==> src/sv/ilps_pkg.sv <==
`timescale 1ns / 1ps
// ----------------------------------------------------------------------------
// ilps_pkg
// shared types, codes and constants of the inactivity low-power sequencer
// ----------------------------------------------------------------------------
package ilps_pkg;

    localparam int TIMER_BITS = 16;
    localparam int DIV_W      = 16;
    localparam int HOLD_W     = 16;
    localparam int CFG_IDX_W  = 2;
    localparam int CFG_DATA_W = 16;

    localparam logic [HOLD_W-1:0] HOLD_RESET      = HOLD_W'(1000);
    localparam logic [DIV_W-1:0]  LOW_DIV_RESET   = DIV_W'(1);

    typedef enum logic [1:0] {
        CMD_TICK  = 2'd0,
        CMD_VOICE = 2'd1,
        CMD_SAFE  = 2'd2,
        CMD_QUERY = 2'd3
    } t_cmd;

    typedef enum logic [1:0] {
        MODE_FULL     = 2'd0,
        MODE_GOING_LOW = 2'd1,
        MODE_LOW      = 2'd2
    } t_mode;

    typedef enum logic [1:0] {
        MSG_REQ_LOW = 2'd0,
        MSG_CANCEL  = 2'd1,
        MSG_WAKE    = 2'd2
    } t_msg;

    typedef enum logic [CFG_IDX_W-1:0] {
        CFG_HOLD_TICKS = 2'd0,
        CFG_LOW_PROC   = 2'd1,
        CFG_LOW_SWITCH = 2'd2,
        CFG_SW_ENABLE  = 2'd3
    } t_cfg_idx;

    typedef struct packed {
        logic [HOLD_W-1:0] hold_ticks;
        logic [DIV_W-1:0]  low_proc_divider;
        logic [DIV_W-1:0]  low_switch_divider;
        logic              switch_scaling_enable;
    } t_cfg;

    typedef struct packed {
        logic [1:0]       power_mode;
        logic             message_valid;
        logic [1:0]       message_code;
        logic             proc_divider_write;
        logic [DIV_W-1:0] proc_divider_value;
        logic             switch_divider_write;
        logic [DIV_W-1:0] switch_divider_value;
    } t_result;

    function automatic logic [TIMER_BITS-1:0] hold_to_timer(input logic [HOLD_W-1:0] hold);
        logic [HOLD_W+TIMER_BITS-1:0] ext;
        ext = {{TIMER_BITS{1'b0}}, hold};
        return ext[TIMER_BITS-1:0];
    endfunction

endpackage

==> src/sv/ilps_cfg_regs.sv <==
`timescale 1ns / 1ps
// ----------------------------------------------------------------------------
// ilps_cfg_regs
// configuration register file, one write per transfer
// ----------------------------------------------------------------------------
module ilps_cfg_regs (
    input  logic                          i_clk,
    input  logic                          i_rst_n,
    input  logic                          i_we,
    input  logic [ilps_pkg::CFG_IDX_W-1:0]  i_index,
    input  logic [ilps_pkg::CFG_DATA_W-1:0] i_data,
    output ilps_pkg::t_cfg                o_cfg
);

    ilps_pkg::t_cfg r_cfg;

    always_ff @(posedge i_clk) begin
        if (!i_rst_n) begin
            r_cfg.hold_ticks            <= ilps_pkg::HOLD_RESET;
            r_cfg.low_proc_divider      <= ilps_pkg::LOW_DIV_RESET;
            r_cfg.low_switch_divider    <= ilps_pkg::LOW_DIV_RESET;
            r_cfg.switch_scaling_enable <= 1'b0;
        end else if (i_we) begin
            unique case (ilps_pkg::t_cfg_idx'(i_index))
                ilps_pkg::CFG_HOLD_TICKS: begin
                    r_cfg.hold_ticks <= i_data[ilps_pkg::HOLD_W-1:0];
                end
                ilps_pkg::CFG_LOW_PROC: begin
                    r_cfg.low_proc_divider <= i_data[ilps_pkg::DIV_W-1:0];
                end
                ilps_pkg::CFG_LOW_SWITCH: begin
                    r_cfg.low_switch_divider <= i_data[ilps_pkg::DIV_W-1:0];
                end
                ilps_pkg::CFG_SW_ENABLE: begin
                    r_cfg.switch_scaling_enable <= i_data[0];
                end
                default: begin
                end
            endcase
        end
    end

    assign o_cfg = r_cfg;

endmodule

==> src/sv/ilps_core.sv <==
`timescale 1ns / 1ps
// ----------------------------------------------------------------------------
// ilps_core
// power mode state machine, hold timer and saved dividers
// ----------------------------------------------------------------------------
module ilps_core (
    input  logic                      i_clk,
    input  logic                      i_rst_n,
    input  logic                      i_push,
    input  logic [1:0]                i_command,
    input  logic [ilps_pkg::DIV_W-1:0] i_present_proc_divider,
    input  logic [ilps_pkg::DIV_W-1:0] i_present_switch_divider,
    input  ilps_pkg::t_cfg            i_cfg,
    output ilps_pkg::t_result         o_result
);

    ilps_pkg::t_mode                   r_mode, n_mode;
    logic                              r_armed, n_armed;
    logic [ilps_pkg::TIMER_BITS-1:0]   r_ticks, n_ticks;
    logic [ilps_pkg::DIV_W-1:0]        r_saved_proc, n_saved_proc;
    logic [ilps_pkg::DIV_W-1:0]        r_saved_sw, n_saved_sw;
    ilps_pkg::t_result                 res;

    always_ff @(posedge i_clk) begin
        if (!i_rst_n) begin
            r_mode       <= ilps_pkg::MODE_FULL;
            r_armed      <= 1'b1;
            r_ticks      <= ilps_pkg::hold_to_timer(ilps_pkg::HOLD_RESET);
            r_saved_proc <= '0;
            r_saved_sw   <= '0;
        end else if (i_push) begin
            r_mode       <= n_mode;
            r_armed      <= n_armed;
            r_ticks      <= n_ticks;
            r_saved_proc <= n_saved_proc;
            r_saved_sw   <= n_saved_sw;
        end
    end

    always_comb begin
        n_mode       = r_mode;
        n_armed      = r_armed;
        n_ticks      = r_ticks;
        n_saved_proc = r_saved_proc;
        n_saved_sw   = r_saved_sw;
        res          = '0;
        case (ilps_pkg::t_cmd'(i_command))
            ilps_pkg::CMD_TICK: begin
                if (r_armed) begin
                    if (r_ticks <= ilps_pkg::TIMER_BITS'(1)) begin
                        n_ticks           = '0;
                        n_armed           = 1'b0;
                        n_mode            = ilps_pkg::MODE_GOING_LOW;
                        res.message_valid = 1'b1;
                        res.message_code  = ilps_pkg::MSG_REQ_LOW;
                    end else begin
                        n_ticks = r_ticks - ilps_pkg::TIMER_BITS'(1);
                    end
                end
            end
            ilps_pkg::CMD_VOICE: begin
                unique case (r_mode)
                    ilps_pkg::MODE_GOING_LOW: begin
                        res.message_valid = 1'b1;
                        res.message_code  = ilps_pkg::MSG_CANCEL;
                    end
                    ilps_pkg::MODE_LOW: begin
                        if (i_cfg.switch_scaling_enable) begin
                            res.switch_divider_write = 1'b1;
                            res.switch_divider_value = r_saved_sw;
                        end
                        res.proc_divider_write = 1'b1;
                        res.proc_divider_value = r_saved_proc;
                        res.message_valid      = 1'b1;
                        res.message_code       = ilps_pkg::MSG_WAKE;
                    end
                    default: begin
                    end
                endcase
                n_mode  = ilps_pkg::MODE_FULL;
                n_armed = 1'b1;
                n_ticks = ilps_pkg::hold_to_timer(i_cfg.hold_ticks);
            end
            ilps_pkg::CMD_SAFE: begin
                if (r_mode == ilps_pkg::MODE_GOING_LOW) begin
                    n_armed                = 1'b0;
                    n_mode                 = ilps_pkg::MODE_LOW;
                    n_saved_proc           = i_present_proc_divider;
                    res.proc_divider_write = 1'b1;
                    res.proc_divider_value = i_cfg.low_proc_divider;
                    if (i_cfg.switch_scaling_enable) begin
                        n_saved_sw               = i_present_switch_divider;
                        res.switch_divider_write = 1'b1;
                        res.switch_divider_value = i_cfg.low_switch_divider;
                    end
                end
            end
            default: begin
            end
        endcase
        res.power_mode = n_mode;
    end

    assign o_result = res;

endmodule

==> src/sv/ilps_out_buf.sv <==
`timescale 1ns / 1ps
// ----------------------------------------------------------------------------
// ilps_out_buf
// result register with skid entry, decouples the two channels
// ----------------------------------------------------------------------------
module ilps_out_buf (
    input  logic              i_clk,
    input  logic              i_rst_n,
    input  logic              i_push,
    input  ilps_pkg::t_result i_result,
    output logic              o_full,
    output logic              o_valid,
    input  logic              i_stall,
    output ilps_pkg::t_result o_result
);

    logic              r_main_valid;
    logic              r_skid_valid;
    ilps_pkg::t_result r_main;
    ilps_pkg::t_result r_skid;
    logic              pop;

    assign pop = r_main_valid && !i_stall;

    always_ff @(posedge i_clk) begin
        if (!i_rst_n) begin
            r_main_valid <= 1'b0;
            r_skid_valid <= 1'b0;
        end else if (pop) begin
            if (r_skid_valid) begin
                r_skid_valid <= 1'b0;
            end else begin
                r_main_valid <= i_push;
            end
        end else if (i_push) begin
            if (!r_main_valid) begin
                r_main_valid <= 1'b1;
            end else begin
                r_skid_valid <= 1'b1;
            end
        end
    end

    always_ff @(posedge i_clk) begin
        if (pop) begin
            if (r_skid_valid) begin
                r_main <= r_skid;
            end else begin
                r_main <= i_result;
            end
        end else if (i_push) begin
            if (!r_main_valid) begin
                r_main <= i_result;
            end else begin
                r_skid <= i_result;
            end
        end
    end

    assign o_full   = r_skid_valid;
    assign o_valid  = r_main_valid;
    assign o_result = r_main;

endmodule

==> src/sv/inactivity_low_power_sequencer_unit.sv <==
`timescale 1ns / 1ps
// ----------------------------------------------------------------------------
// inactivity_low_power_sequencer_unit
// inactivity timeout power sequencer: hold timer, power modes, divider control
// ----------------------------------------------------------------------------
//  channel   handshake                 payload
//  command   i_valid / o_stall         i_command, i_present_*_divider
//  result    o_valid / i_stall         o_power_mode, o_message_*, o_*_divider_*
//  config    i_cfg_valid / o_cfg_ready i_cfg_index, i_cfg_data
//
//  one item per cycle while o_stall is low; the result is registered on transfer
//  the state update and the result come from one pass of logic in the core
//  o_stall rises only when both the result register and the skid entry hold
//  results; config writes are always taken
//  synchronous active-low reset restores register defaults and an armed timer
// ----------------------------------------------------------------------------
module inactivity_low_power_sequencer_unit (
    input  logic                           i_clk,
    input  logic                           i_rst_n,
    input  logic                           i_valid,
    output logic                           o_stall,
    input  logic [1:0]                     i_command,
    input  logic [ilps_pkg::DIV_W-1:0]     i_present_proc_divider,
    input  logic [ilps_pkg::DIV_W-1:0]     i_present_switch_divider,
    output logic                           o_valid,
    input  logic                           i_stall,
    output logic [1:0]                     o_power_mode,
    output logic                           o_message_valid,
    output logic [1:0]                     o_message_code,
    output logic                           o_proc_divider_write,
    output logic [ilps_pkg::DIV_W-1:0]     o_proc_divider_value,
    output logic                           o_switch_divider_write,
    output logic [ilps_pkg::DIV_W-1:0]     o_switch_divider_value,
    input  logic                           i_cfg_valid,
    output logic                           o_cfg_ready,
    input  logic [ilps_pkg::CFG_IDX_W-1:0] i_cfg_index,
    input  logic [ilps_pkg::CFG_DATA_W-1:0] i_cfg_data
);

    ilps_pkg::t_cfg    cfg;
    ilps_pkg::t_result core_res;
    ilps_pkg::t_result out_res;
    logic              push;
    logic              full;

    assign o_cfg_ready = 1'b1;
    assign o_stall     = full;
    assign push        = i_valid && !full;

    ilps_cfg_regs u_cfg (
        .i_clk   (i_clk),
        .i_rst_n (i_rst_n),
        .i_we    (i_cfg_valid && o_cfg_ready),
        .i_index (i_cfg_index),
        .i_data  (i_cfg_data),
        .o_cfg   (cfg)
    );

    ilps_core u_core (
        .i_clk                    (i_clk),
        .i_rst_n                  (i_rst_n),
        .i_push                   (push),
        .i_command                (i_command),
        .i_present_proc_divider   (i_present_proc_divider),
        .i_present_switch_divider (i_present_switch_divider),
        .i_cfg                    (cfg),
        .o_result                 (core_res)
    );

    ilps_out_buf u_out (
        .i_clk    (i_clk),
        .i_rst_n  (i_rst_n),
        .i_push   (push),
        .i_result (core_res),
        .o_full   (full),
        .o_valid  (o_valid),
        .i_stall  (i_stall),
        .o_result (out_res)
    );

    assign o_power_mode           = out_res.power_mode;
    assign o_message_valid        = out_res.message_valid;
    assign o_message_code         = out_res.message_code;
    assign o_proc_divider_write   = out_res.proc_divider_write;
    assign o_proc_divider_value   = out_res.proc_divider_value;
    assign o_switch_divider_write = out_res.switch_divider_write;
    assign o_switch_divider_value = out_res.switch_divider_value;

    // a transfer in always leaves a result waiting
    a_push_gives_result: assert property (@(posedge i_clk) disable iff (!i_rst_n)
        push |=> o_valid)
        else $error("no result after input transfer");

    // skid entry is only used behind a held result
    a_skid_behind_main: assert property (@(posedge i_clk) disable iff (!i_rst_n)
        o_stall |-> o_valid)
        else $error("skid entry full with empty result register");

    // idle message and divider fields read as zero
    a_idle_fields_zero: assert property (@(posedge i_clk) disable iff (!i_rst_n)
        o_valid |-> ((o_message_valid || (o_message_code == 2'd0)) &&
                     (o_proc_divider_write || (o_proc_divider_value == '0)) &&
                     (o_switch_divider_write || (o_switch_divider_value == '0))))
        else $error("idle result field not zero");

    // an unused mode code never shows up
    a_mode_in_range: assert property (@(posedge i_clk) disable iff (!i_rst_n)
        o_valid |-> (o_power_mode != 2'd3))
        else $error("power mode out of range");

endmodule
==> config.mk <==
export PLATFORM = sky130hd
export DESIGN_NAME = inactivity_low_power_sequencer_unit
export DESIGN_NICKNAME = d
export VERILOG_FILES = /design/src/sv/ilps_pkg.sv /design/src/sv/ilps_cfg_regs.sv /design/src/sv/ilps_core.sv /design/src/sv/ilps_out_buf.sv /design/src/sv/inactivity_low_power_sequencer_unit.sv
export SDC_FILE = /design/constraint.sdc
export NUM_CORES = 1
export LEC_CHECK = 0
export BUFFER_PORTS_ARGS = -buffer_cell sky130_fd_sc_hd__buf_4
export CAP_MARGIN = 20
export CORE_UTILIZATION = 55
export DETAILED_ROUTE_END_ITERATION = 6
export GPL_ROUTABILITY_DRIVEN = 0
export PLACE_DENSITY = 0.83
export SKIP_LAST_GASP = 1
export SYNTH_ARGS = -nofsm -noshare
export SYNTH_HDL_FRONTEND = slang
export SYNTH_SLANG_ARGS = --single-unit
export TNS_END_PERCENT = 100
==> constraint.sdc <==
create_clock -name i_clk -period 6.1 [get_ports i_clk]
set_input_delay 1.22 -clock i_clk [delete_from_list [all_inputs] [get_ports i_clk]]
set_output_delay 1.22 -clock i_clk [all_outputs]
set_load 0.005 [all_outputs]
==> impl_metrics.prom, run 1 <==
# TYPE chip_impl_metric gauge
chip_impl_info{name="run_status",value="finished clean"} 1
chip_impl_metric{name="routedWlPerCell",unit="um"} 17.2
chip_impl_metric{name="clk_latency",unit="ns"} 0.43
chip_impl_metric{name="slew_of_the_pin_with_the_lowest_slew_margin",unit="ns"} 0.977
chip_impl_metric{name="period_minus_slack",unit="ns"} 3.36
chip_impl_metric{name="synth.avg_cell_area",unit="um^2"} 9.47
chip_impl_info{name="cts-root-buf",value="sky130_fd_sc_hd__clkbuf_16"} 1
chip_impl_metric{name="io_pins",unit=""} 99
chip_impl_metric{name="multi_input_comb_area",unit="um^2"} 3030
chip_impl_info{name="dominantRegCellSynth",value="sky130_fd_sc_hd__dfxtp_1"} 1
chip_impl_info{name="yosysMostFrequentCell",value="sky130_fd_sc_hd__nand2_1"} 1
chip_impl_metric{name="mappedNetlistNets",unit=""} 876
chip_impl_metric{name="die_area",unit="um^2"} 14400
chip_impl_metric{name="yosysUniqueCellTypes",unit=""} 54
chip_impl_metric{name="p_per_area",unit="nW/um^2"} 283
chip_impl_metric{name="route.vias.total",unit=""} 6277
chip_impl_info{name="worstPathCellList",value="buf_4 > inv_1 > ha_1 > and2_1 > buf_4 > and2_1 > nand2_1 > nand2_1 > a21oi_1"} 1
chip_impl_metric{name="htree_num_levels",unit=""} 4
chip_impl_metric{name="worst_ep_required_time",unit="ns"} 6.40
chip_impl_metric{name="grt_first_pass_wirelength",unit="um"} 30200
chip_impl_metric{name="fin_tns_setup",unit="ns"} 0
chip_impl_metric{name="die_x",unit="um"} 120
chip_impl_info{name="end_kind",value="register"} 1
chip_impl_info{name="post_synth_most_frequent_cells",value="236 x sky130_fd_sc_hd__nand2_1, 102 x sky130_fd_sc_hd__dfxtp_1, 91 x sky130_fd_sc_hd__a21oi_1, 78 x sky130_fd_sc_hd__edfxtp_1, 47 x sky130_fd_sc_hd__clkbuf_1"} 1
chip_impl_info{name="timing.rr.start",value="u_core.r_mode[1]$_SDFFE_PN0P_"} 1
chip_impl_info{name="hold_class",value="reg2reg"} 1
chip_impl_metric{name="clkSinkCount",unit=""} 180
chip_impl_metric{name="min_path_cells",unit=""} 2
chip_impl_metric{name="num_antenna_cells",unit=""} 0
chip_impl_metric{name="postRouteWirelength",unit="um"} 18400
chip_impl_metric{name="areaGrowthSynthToFinish",unit="%"} 18.8
chip_impl_metric{name="cp_max_fo",unit=""} 37
chip_impl_metric{name="die_height",unit="um"} 120
chip_impl_metric{name="antenna_violations_before_repair",unit=""} 0
chip_impl_metric{name="drt_pass1_iterations",unit=""} 5
chip_impl_info{name="grt_setup_unrepaired",value="false"} 1
chip_impl_metric{name="gr-usage-all-layers",unit="%"} 27.1
chip_impl_metric{name="yosysWarningCount",unit=""} 0
chip_impl_info{name="worstSetupStartpointType",value="input pin"} 1
chip_impl_metric{name="synth_area",unit="um^2"} 7650
chip_impl_metric{name="cp.arrival",unit="ns"} 3.65
chip_impl_metric{name="final_report_setup_violation_count",unit=""} 0
chip_impl_metric{name="post_cts_buffers",unit=""} 0
chip_impl_metric{name="synthArstFlopShare",unit="%"} 0
chip_impl_info{name="tritoncts_clock_tree",value="yes"} 1
chip_impl_info{name="worstHoldStart",value="u_core.r_saved_sw[4]$_SDFFE_PN0P_"} 1
chip_impl_metric{name="ys_ff_latch",unit=""} 180
chip_impl_metric{name="nFillCells",unit=""} 1031
chip_impl_metric{name="core",unit="um^2"} 13400
chip_impl_metric{name="min_period_over_period",unit="%"} 55.0
chip_impl_info{name="netlist.top_cell.by_area",value="sky130_fd_sc_hd__edfxtp_1"} 1
chip_impl_metric{name="detail-route-antenna-nets",unit=""} 0
chip_impl_metric{name="critical_path.max_stage_delay",unit="ns"} 0.62
chip_impl_metric{name="cts_buf_count",unit=""} 17
chip_impl_metric{name="globalRouteOverflowTotal",unit=""} 0
chip_impl_metric{name="synth_largest_type_area_fraction",unit="%"} 30.6
chip_impl_metric{name="design.final.nets",unit=""} 950
chip_impl_metric{name="ctsLongestPathBuffers",unit=""} 2
chip_impl_metric{name="drv_cap",unit=""} 0
chip_impl_metric{name="finalMaxSlewViolations",unit=""} 0
chip_impl_metric{name="drive_above_1_share",unit="%"} 19.0
chip_impl_info{name="min_to",value="u_core.r_saved_sw[4]$_SDFFE_PN0P_"} 1
chip_impl_metric{name="drt-initial-drc-count",unit=""} 577
chip_impl_metric{name="fmaxAchievable",unit="MHz"} 298
chip_impl_metric{name="place_hpwl",unit="um"} 12400
chip_impl_metric{name="row_count",unit=""} 42
chip_impl_metric{name="layoutNonFillerInstCount",unit=""} 1071
chip_impl_metric{name="rrSetupSlack",unit="ns"} 3.30
chip_impl_metric{name="clkTransAtPathRegs",unit="ns"} 0.07
chip_impl_metric{name="max-slew-margin-rel",unit="%"} 34.6
chip_impl_metric{name="final-hold-violation-count",unit=""} 0
chip_impl_info{name="post_synth_main_area_contributors",value="sky130_fd_sc_hd__edfxtp_1 31%, sky130_fd_sc_hd__dfxtp_1 27%, sky130_fd_sc_hd__nand2_1 12%, sky130_fd_sc_hd__a21oi_1 6.0%, sky130_fd_sc_hd__a22oi_1 3.2%"} 1
chip_impl_metric{name="peakVddDrop",unit="mV"} 0.204
chip_impl_metric{name="cts_repair_resize_count",unit=""} 0
chip_impl_metric{name="synth-edff-count",unit=""} 78
chip_impl_metric{name="vias_per_cell",unit=""} 5.86
chip_impl_metric{name="grt_pass1_vias",unit=""} 5782
chip_impl_metric{name="io_buffer_count",unit=""} 97
chip_impl_metric{name="dp.cells",unit=""} 1037
chip_impl_metric{name="holdBufCountCts",unit=""} 0
chip_impl_metric{name="post_synth_inst_count",unit=""} 808
chip_impl_metric{name="seq_area_frac_synth",unit="%"} 57.3
chip_impl_info{name="timing.critical_path.slowest_stage_cell",value="sky130_fd_sc_hd__and2_1"} 1
chip_impl_info{name="criticalPathCategory",value="in2reg"} 1
chip_impl_info{name="crit-reg2reg-capture",value="u_core.r_saved_sw[13]$_SDFFE_PN0P_"} 1
chip_impl_metric{name="start_util",unit="%"} 57.1
chip_impl_metric{name="power_leakage",unit="uW"} 0.00331
chip_impl_metric{name="timing.clock.skew",unit="ns"} 0.00635
chip_impl_metric{name="r2r.worst_path.cells",unit=""} 8
chip_impl_metric{name="final-seq-area",unit="um^2"} 4380
chip_impl_metric{name="route.detailed.drc",unit=""} 0
chip_impl_metric{name="grt_start_max_net_pins",unit=""} 53
-- worst max-delay path, delay by kind of cell --
| kind | cells | cell delay (ns) |
|---|---|---|
| fa+ha+maj | 1 | 0.21 |
| simple gates | 4 | 1.54 |
| buf+inv | 3 | 0.55 |
| compound gates | 1 | 0.09 |
-- layout make-up --
class                      count  share of cell area, %
sequential                   180                   48.3
multi-input combinational    563                   33.3
timing repair buffer         108                   9.32
clock buffer                  23                   5.37
tap                          176                   2.42
clock inverter                 9                  0.840
inverter                      12                  0.496
-- cells by family after synthesis --
logic type | synth area share [%]
AND/OR/NAND/NOR | 20.4
flip-flops | 57.3
AO/OA/AOI/OAI | 14.1
buffers and inverters | 3.30
multiplexers | 3.06
adder cells (fa/ha/maj) | 1.80
other | 0.0490
-- cell usage in the layout, fill, tap and decap left out, types with 4 or more instances in the layout --
master,count
sky130_fd_sc_hd__clkbuf_16,17
sky130_fd_sc_hd__a22oi_1,33
sky130_fd_sc_hd__or4_1,5
sky130_fd_sc_hd__ha_1,11
sky130_fd_sc_hd__edfxtp_1,78
sky130_fd_sc_hd__a31oi_1,7
sky130_fd_sc_hd__a21oi_1,91
sky130_fd_sc_hd__nor2b_1,18
sky130_fd_sc_hd__buf_4,105
sky130_fd_sc_hd__nand2_1,236
sky130_fd_sc_hd__nand2b_1,4
sky130_fd_sc_hd__dfxtp_1,102
sky130_fd_sc_hd__clkbuf_8,4
sky130_fd_sc_hd__mux2_2,19
sky130_fd_sc_hd__or2_2,5
sky130_fd_sc_hd__nand3_1,14
sky130_fd_sc_hd__o21ai_0,11
sky130_fd_sc_hd__nor2_1,36
sky130_fd_sc_hd__inv_1,11
sky130_fd_sc_hd__nor3_1,6
sky130_fd_sc_hd__and2_1,7
sky130_fd_sc_hd__or3_1,7
-- routing by layer --
layer / GRT usage [%] / part of all wire (%)
met5: 0 / 0
met2: 40.7 / 46
met1: 38.9 / 44
met4: 10.0 / 1.7
met3: 5.13 / 8.3
-- flip-flops by register name (all words and copies together) (netlist names) --
signal / cells
u_core.r_armed: 1
u_out.o_full: 1
u_cfg.o_cfg: 49
u_out.o_valid: 1
u_core.r_saved_proc: 16
u_core.r_ticks: 16
u_out.r_skid: 39
u_core.r_saved_sw: 16
u_out.o_result: 39
u_core.r_mode: 2
-- worst max-delay path by stage --
stage / depth (start not counted) / endpoint / slack (ns) / from
finish: 9 / u_core.r_saved_sw[13]$_SDFFE_PN0P_ / 2.74 / i_command[0]
global route: 9 / u_core.r_saved_sw[10]$_SDFFE_PN0P_ / 2.59 / i_command[0]
CTS: 9 / u_core.r_saved_sw[13]$_SDFFE_PN0P_ / 2.78 / i_command[0]
detailed placement: 9 / u_core.r_saved_sw[2]$_SDFFE_PN0P_ / 2.36 / i_command[0]
global placement: 8 / u_out.o_result[28]$_DFFE_PP_ / 2.42 / i_command[1]
floorplan: 2 / u_out.o_result[0]$_DFFE_PP_ / 1.47 / i_valid
-- power breakdown --
part           switching (uW)  leakage [uW]  total [uW]  internal, uW
combinational             108       0.00150         194          85.7
sequential               25.3       0.00154        1330          1300
clock                     445      0.000274        1050           602
-- through the flow --
step | area [um^2] | utilization [%] | total power (uW) | hold slack (ns) | setup slack [ns]
floorplan | 7650 | - | 1440 | 0.432 | 1.47
global placement | 8450 | 63.0 | 1540 | 0.443 | 2.42
detailed placement | 8510 | 63.5 | 1540 | 0.447 | 2.36
CTS | 9070 | 67.7 | 2570 | 0.456 | 2.78
global route | 9090 | 67.8 | 2650 | 0.477 | 2.59
finish | 9090 | 67.8 | 2570 | 0.459 | 2.74
No activity file was read; power rests on OpenSTA's default activity.
==> run 2, diff against run 1 <==
--- a/config.mk
+++ b/config.mk
@@ -5,9 +5,10 @@
 export SDC_FILE = /design/constraint.sdc
 export NUM_CORES = 1
 export LEC_CHECK = 0
+export ABC_AREA = 1
 export BUFFER_PORTS_ARGS = -buffer_cell sky130_fd_sc_hd__buf_4
 export CAP_MARGIN = 20
-export CORE_UTILIZATION = 55
+export CORE_UTILIZATION = 52
 export DETAILED_ROUTE_END_ITERATION = 6
 export GPL_ROUTABILITY_DRIVEN = 0
 export PLACE_DENSITY = 0.83
==> constraint.sdc (replaced) <==
create_clock -name i_clk -period 2.9 [get_ports i_clk]
set_input_delay 0.58 -clock i_clk [delete_from_list [all_inputs] [get_ports i_clk]]
set_output_delay 0.58 -clock i_clk [all_outputs]
set_load 0.005 [all_outputs]
==> impl_metrics.prom, run 2 <==
# TYPE chip_impl_metric gauge
chip_impl_info{name="run_status",value="finished clean"} 1
chip_impl_metric{name="simple_gate_portion_of_the_synthesized_area",unit="%"} 25.3
chip_impl_metric{name="multiplexer_share_of_the_synthesized_area",unit="%"} 0
chip_impl_metric{name="grt_first_pass_wirelength",unit="um"} 29400
chip_impl_metric{name="finalPower",unit="uW"} 5540
chip_impl_info{name="layout_common_cells",value="219 x sky130_fd_sc_hd__nand2_1, 172 x sky130_fd_sc_hd__nor2_1, 110 x sky130_fd_sc_hd__buf_4"} 1
chip_impl_info{name="synth_top_family_by_area",value="simple AND/OR/NAND/NOR gates"} 1
chip_impl_metric{name="share_clk_of_total_power",unit="%"} 40.0
chip_impl_metric{name="cp.arrival",unit="ns"} 2.28
chip_impl_metric{name="synth_largest_type_area_fraction",unit="%"} 30.2
chip_impl_metric{name="final-hold-violation-count",unit=""} 0
chip_impl_metric{name="io_pins",unit=""} 99
chip_impl_metric{name="row_count",unit=""} 44
chip_impl_metric{name="pwr-share-comb",unit="%"} 8.9
chip_impl_info{name="hold_class",value="in2reg"} 1
chip_impl_metric{name="sequential_share_of_power",unit="%"} 51.1
chip_impl_metric{name="synth.avg_cell_area",unit="um^2"} 8.36
chip_impl_info{name="end_kind",value="register"} 1
chip_impl_metric{name="p_per_area",unit="nW/um^2"} 605
chip_impl_info{name="netlist.top_cell.by_area",value="sky130_fd_sc_hd__edfxtp_1"} 1
chip_impl_metric{name="die_height",unit="um"} 124
chip_impl_metric{name="period_minus_slack",unit="ns"} 1.96
chip_impl_info{name="post_synth_most_frequent_cells",value="219 x sky130_fd_sc_hd__nand2_1, 172 x sky130_fd_sc_hd__nor2_1, 102 x sky130_fd_sc_hd__dfxtp_1, 93 x sky130_fd_sc_hd__o21ai_0, 78 x sky130_fd_sc_hd__edfxtp_1"} 1
chip_impl_metric{name="fmaxAchievable",unit="MHz"} 509
chip_impl_metric{name="cp_max_fo",unit=""} 18
chip_impl_info{name="cts-root-buf",value="sky130_fd_sc_hd__clkbuf_16"} 1
chip_impl_metric{name="worst_ep_required_time",unit="ns"} 3.22
chip_impl_metric{name="power_leakage",unit="uW"} 0.00394
chip_impl_metric{name="timing.clock.skew",unit="ns"} 0.00515
chip_impl_metric{name="start_util",unit="%"} 53.3
chip_impl_info{name="grt_setup_unrepaired",value="false"} 1
chip_impl_info{name="post_synth_main_area_contributors",value="sky130_fd_sc_hd__edfxtp_1 30%, sky130_fd_sc_hd__dfxtp_1 26%, sky130_fd_sc_hd__nand2_1 11%, sky130_fd_sc_hd__nor2_1 8.3%, sky130_fd_sc_hd__o21ai_0 6.0%"} 1
chip_impl_metric{name="drive_above_1_share",unit="%"} 15.6
chip_impl_metric{name="grt_start_max_net_pins",unit=""} 51
chip_impl_metric{name="yosysUniqueCellTypes",unit=""} 34
chip_impl_info{name="tritoncts_clock_tree",value="yes"} 1
chip_impl_metric{name="gr-usage-all-layers",unit="%"} 25.3
chip_impl_metric{name="vias_per_cell",unit=""} 5.48
chip_impl_metric{name="detailedPlace.worstSlack",unit="ns"} 0.596
chip_impl_metric{name="peakVddDrop",unit="mV"} 0.426
chip_impl_info{name="worstSetupStartpointType",value="register"} 1
chip_impl_metric{name="slew_of_the_pin_with_the_lowest_slew_margin",unit="ns"} 0.889
chip_impl_metric{name="htree_num_levels",unit=""} 4
chip_impl_metric{name="cts_repair_resize_count",unit=""} 0
chip_impl_metric{name="synth_compound_gate_area_share",unit="%"} 11.0
chip_impl_metric{name="die_area",unit="um^2"} 15400
chip_impl_metric{name="place_hpwl",unit="um"} 12700
chip_impl_metric{name="fin_tns_setup",unit="ns"} 0
chip_impl_metric{name="power_switching_share",unit="%"} 23.8
chip_impl_metric{name="ctsLongestPathBuffers",unit=""} 2
chip_impl_metric{name="seq_area_frac_synth",unit="%"} 56.6
chip_impl_metric{name="io_buffer_count",unit=""} 97
chip_impl_metric{name="p_sw",unit="uW"} 1320
chip_impl_metric{name="yosysWarningCount",unit=""} 0
chip_impl_metric{name="routedWlPerCell",unit="um"} 15.7
chip_impl_metric{name="synthXorXnorAreaFrac",unit="%"} 0.339
chip_impl_metric{name="antenna_violations_before_repair",unit=""} 0
chip_impl_metric{name="clk_latency",unit="ns"} 0.43
chip_impl_metric{name="detail-route-antenna-nets",unit=""} 0
chip_impl_metric{name="clkTransAtPathRegs",unit="ns"} 0.06
chip_impl_metric{name="post_cts_buffers",unit=""} 0
chip_impl_metric{name="design.final.nets",unit=""} 1078
chip_impl_metric{name="postRouteWirelength",unit="um"} 18900
chip_impl_metric{name="post_synth_fa_ha_maj_area_fraction",unit="%"} 1.78
chip_impl_metric{name="globalRouteOverflowTotal",unit=""} 0
chip_impl_metric{name="holdBufCountCts",unit=""} 0
chip_impl_metric{name="route.detailed.drc",unit=""} 0
chip_impl_info{name="yosysMostFrequentCell",value="sky130_fd_sc_hd__nand2_1"} 1
chip_impl_metric{name="timing.final.ws_setup",unit="ns"} 0.937
chip_impl_metric{name="synthArstFlopShare",unit="%"} 0
chip_impl_metric{name="areaGrowthSynthToFinish",unit="%"} 18.3
chip_impl_metric{name="core",unit="um^2"} 14500
chip_impl_metric{name="grt_pass1_vias",unit=""} 5985
chip_impl_metric{name="num_antenna_cells",unit=""} 0
chip_impl_metric{name="mappedNetlistNets",unit=""} 995
chip_impl_metric{name="fin_worst_hold_slack",unit="ns"} 0.371
chip_impl_metric{name="ys_ff_latch",unit=""} 180
chip_impl_metric{name="min_period_over_period",unit="%"} 67.7
chip_impl_metric{name="largest_register_ffs",unit=""} 49
chip_impl_metric{name="die_x",unit="um"} 124
chip_impl_metric{name="max-slew-margin-rel",unit="%"} 40.5
chip_impl_metric{name="cts_buf_count",unit=""} 17
chip_impl_metric{name="cell_int_power",unit="uW"} 4220
chip_impl_metric{name="post_synth_inst_count",unit=""} 927
chip_impl_metric{name="drv_cap",unit=""} 0
chip_impl_info{name="dominantRegCellSynth",value="sky130_fd_sc_hd__dfxtp_1"} 1
chip_impl_metric{name="finalMaxSlewViolations",unit=""} 0
chip_impl_info{name="mostFrequentLayoutCell",value="sky130_fd_sc_hd__nand2_1"} 1
chip_impl_metric{name="drt-initial-drc-count",unit=""} 757
chip_impl_info{name="criticalPathCategory",value="reg2reg"} 1
chip_impl_metric{name="final_report_setup_violation_count",unit=""} 0
chip_impl_metric{name="clkSinkCount",unit=""} 180
chip_impl_metric{name="synth_area",unit="um^2"} 7750
chip_impl_metric{name="route.vias.total",unit=""} 6615
chip_impl_metric{name="synth-edff-count",unit=""} 78
chip_impl_metric{name="drt_pass1_iterations",unit=""} 5
## run 2: cell types whose count changed after synthesis, moves of 17 or more
cell	delta
sky130_fd_sc_hd__nor2_1	+136
sky130_fd_sc_hd__o21ai_0	+81
sky130_fd_sc_hd__nand3_1	+47
sky130_fd_sc_hd__a22oi_1	-33
sky130_fd_sc_hd__a21oi_1	-26
sky130_fd_sc_hd__clkbuf_1	-25
sky130_fd_sc_hd__inv_1	+22
sky130_fd_sc_hd__mux2_2	-19
sky130_fd_sc_hd__nor2b_1	-18
sky130_fd_sc_hd__buf_2	+17
sky130_fd_sc_hd__nand2_1	-17
## run 2: power groups by stage
stage                     clock (uW)  sequential, uW  combinational [uW]
after floorplan                    0            2880                 263
after global placement             0            2880                 475
after detailed placement           0            2880                 488
after CTS                       2230            2830                 493
after global routing            2340            2840                 550
final                           2220            2830                 496
## run 2: per-layer routing
| layer | wire, um | track usage (%) | vias to the layer above |
|---|---|---|---|
| met2 | 9070 | 40.7 | 259 |
| li1 | - | - | 3206 |
| met5 | 0 | 0 | - |
| met1 | 8420 | 33.9 | 3121 |
| met4 | 350 | 9.15 | 0 |
| met3 | 1080 | 4.67 | 29 |
## run 2: path summary, 6_finish.rpt
| check | from | to | slack, ns | cells after the start |
|---|---|---|---|---|
| max | u_core.r_mode[1]$_SDFFE_PN0P_ | u_core.r_saved_sw[5]$_SDFFE_PN0P_ | 0.94 | 9 |
| min | i_present_proc_divider[13] | u_core.r_saved_proc[13]$_SDFFE_PN0P_ | 0.37 | 3 |
| max reg2reg | u_core.r_mode[1]$_SDFFE_PN0P_ | u_core.r_saved_sw[5]$_SDFFE_PN0P_ | 0.94 | 9 |
| min reg2reg | u_cfg.o_cfg[36]$_SDFFE_PN1P_ | u_cfg.o_cfg[36]$_SDFFE_PN1P_ | 0.48 | 2 |
## run 2: kinds of logic after synthesis
kind of cell | count (synthesis)
simple gates | 475
fa+ha+maj | 11
buf+inv | 89
xor+xnor | 3
compound gates | 168
other cells | 1
flops | 180
## run 2: layout make-up
type / count / area, um^2
clock buffers: 18 / 429
clock inverters: 14 / 134
fillers: 1240 / 5370
inverters: 43 / 161
multi-input cells: 658 / 3000
flip-flops and latches: 180 / 4380
well taps: 184 / 230
repair buffers: 110 / 826
## run 2: critical path, cell delays in order, from the launching register on
cell and delay, ns:
sky130_fd_sc_hd__dfxtp_1 0.35, sky130_fd_sc_hd__inv_1 0.14, sky130_fd_sc_hd__ha_1 0.22, sky130_fd_sc_hd__nand2_2 0.13
sky130_fd_sc_hd__nor2_4 0.14, sky130_fd_sc_hd__inv_2 0.18, sky130_fd_sc_hd__nor2_8 0.27, sky130_fd_sc_hd__inv_2 0.17
sky130_fd_sc_hd__nor2_1 0.19, sky130_fd_sc_hd__nor2_1 0.07
## run 2: per-stage QoR
stage / area [um^2] / util, % / cells
after detailed placement: 8600 / 59.2 / 1175
after floorplan: 7750 / - / 927
final: 9160 / 63.0 / 1207
after CTS: 9160 / 63.0 / 1207
after global routing: 9160 / 63.0 / 1207
after global placement: 8600 / 59.2 / 1175
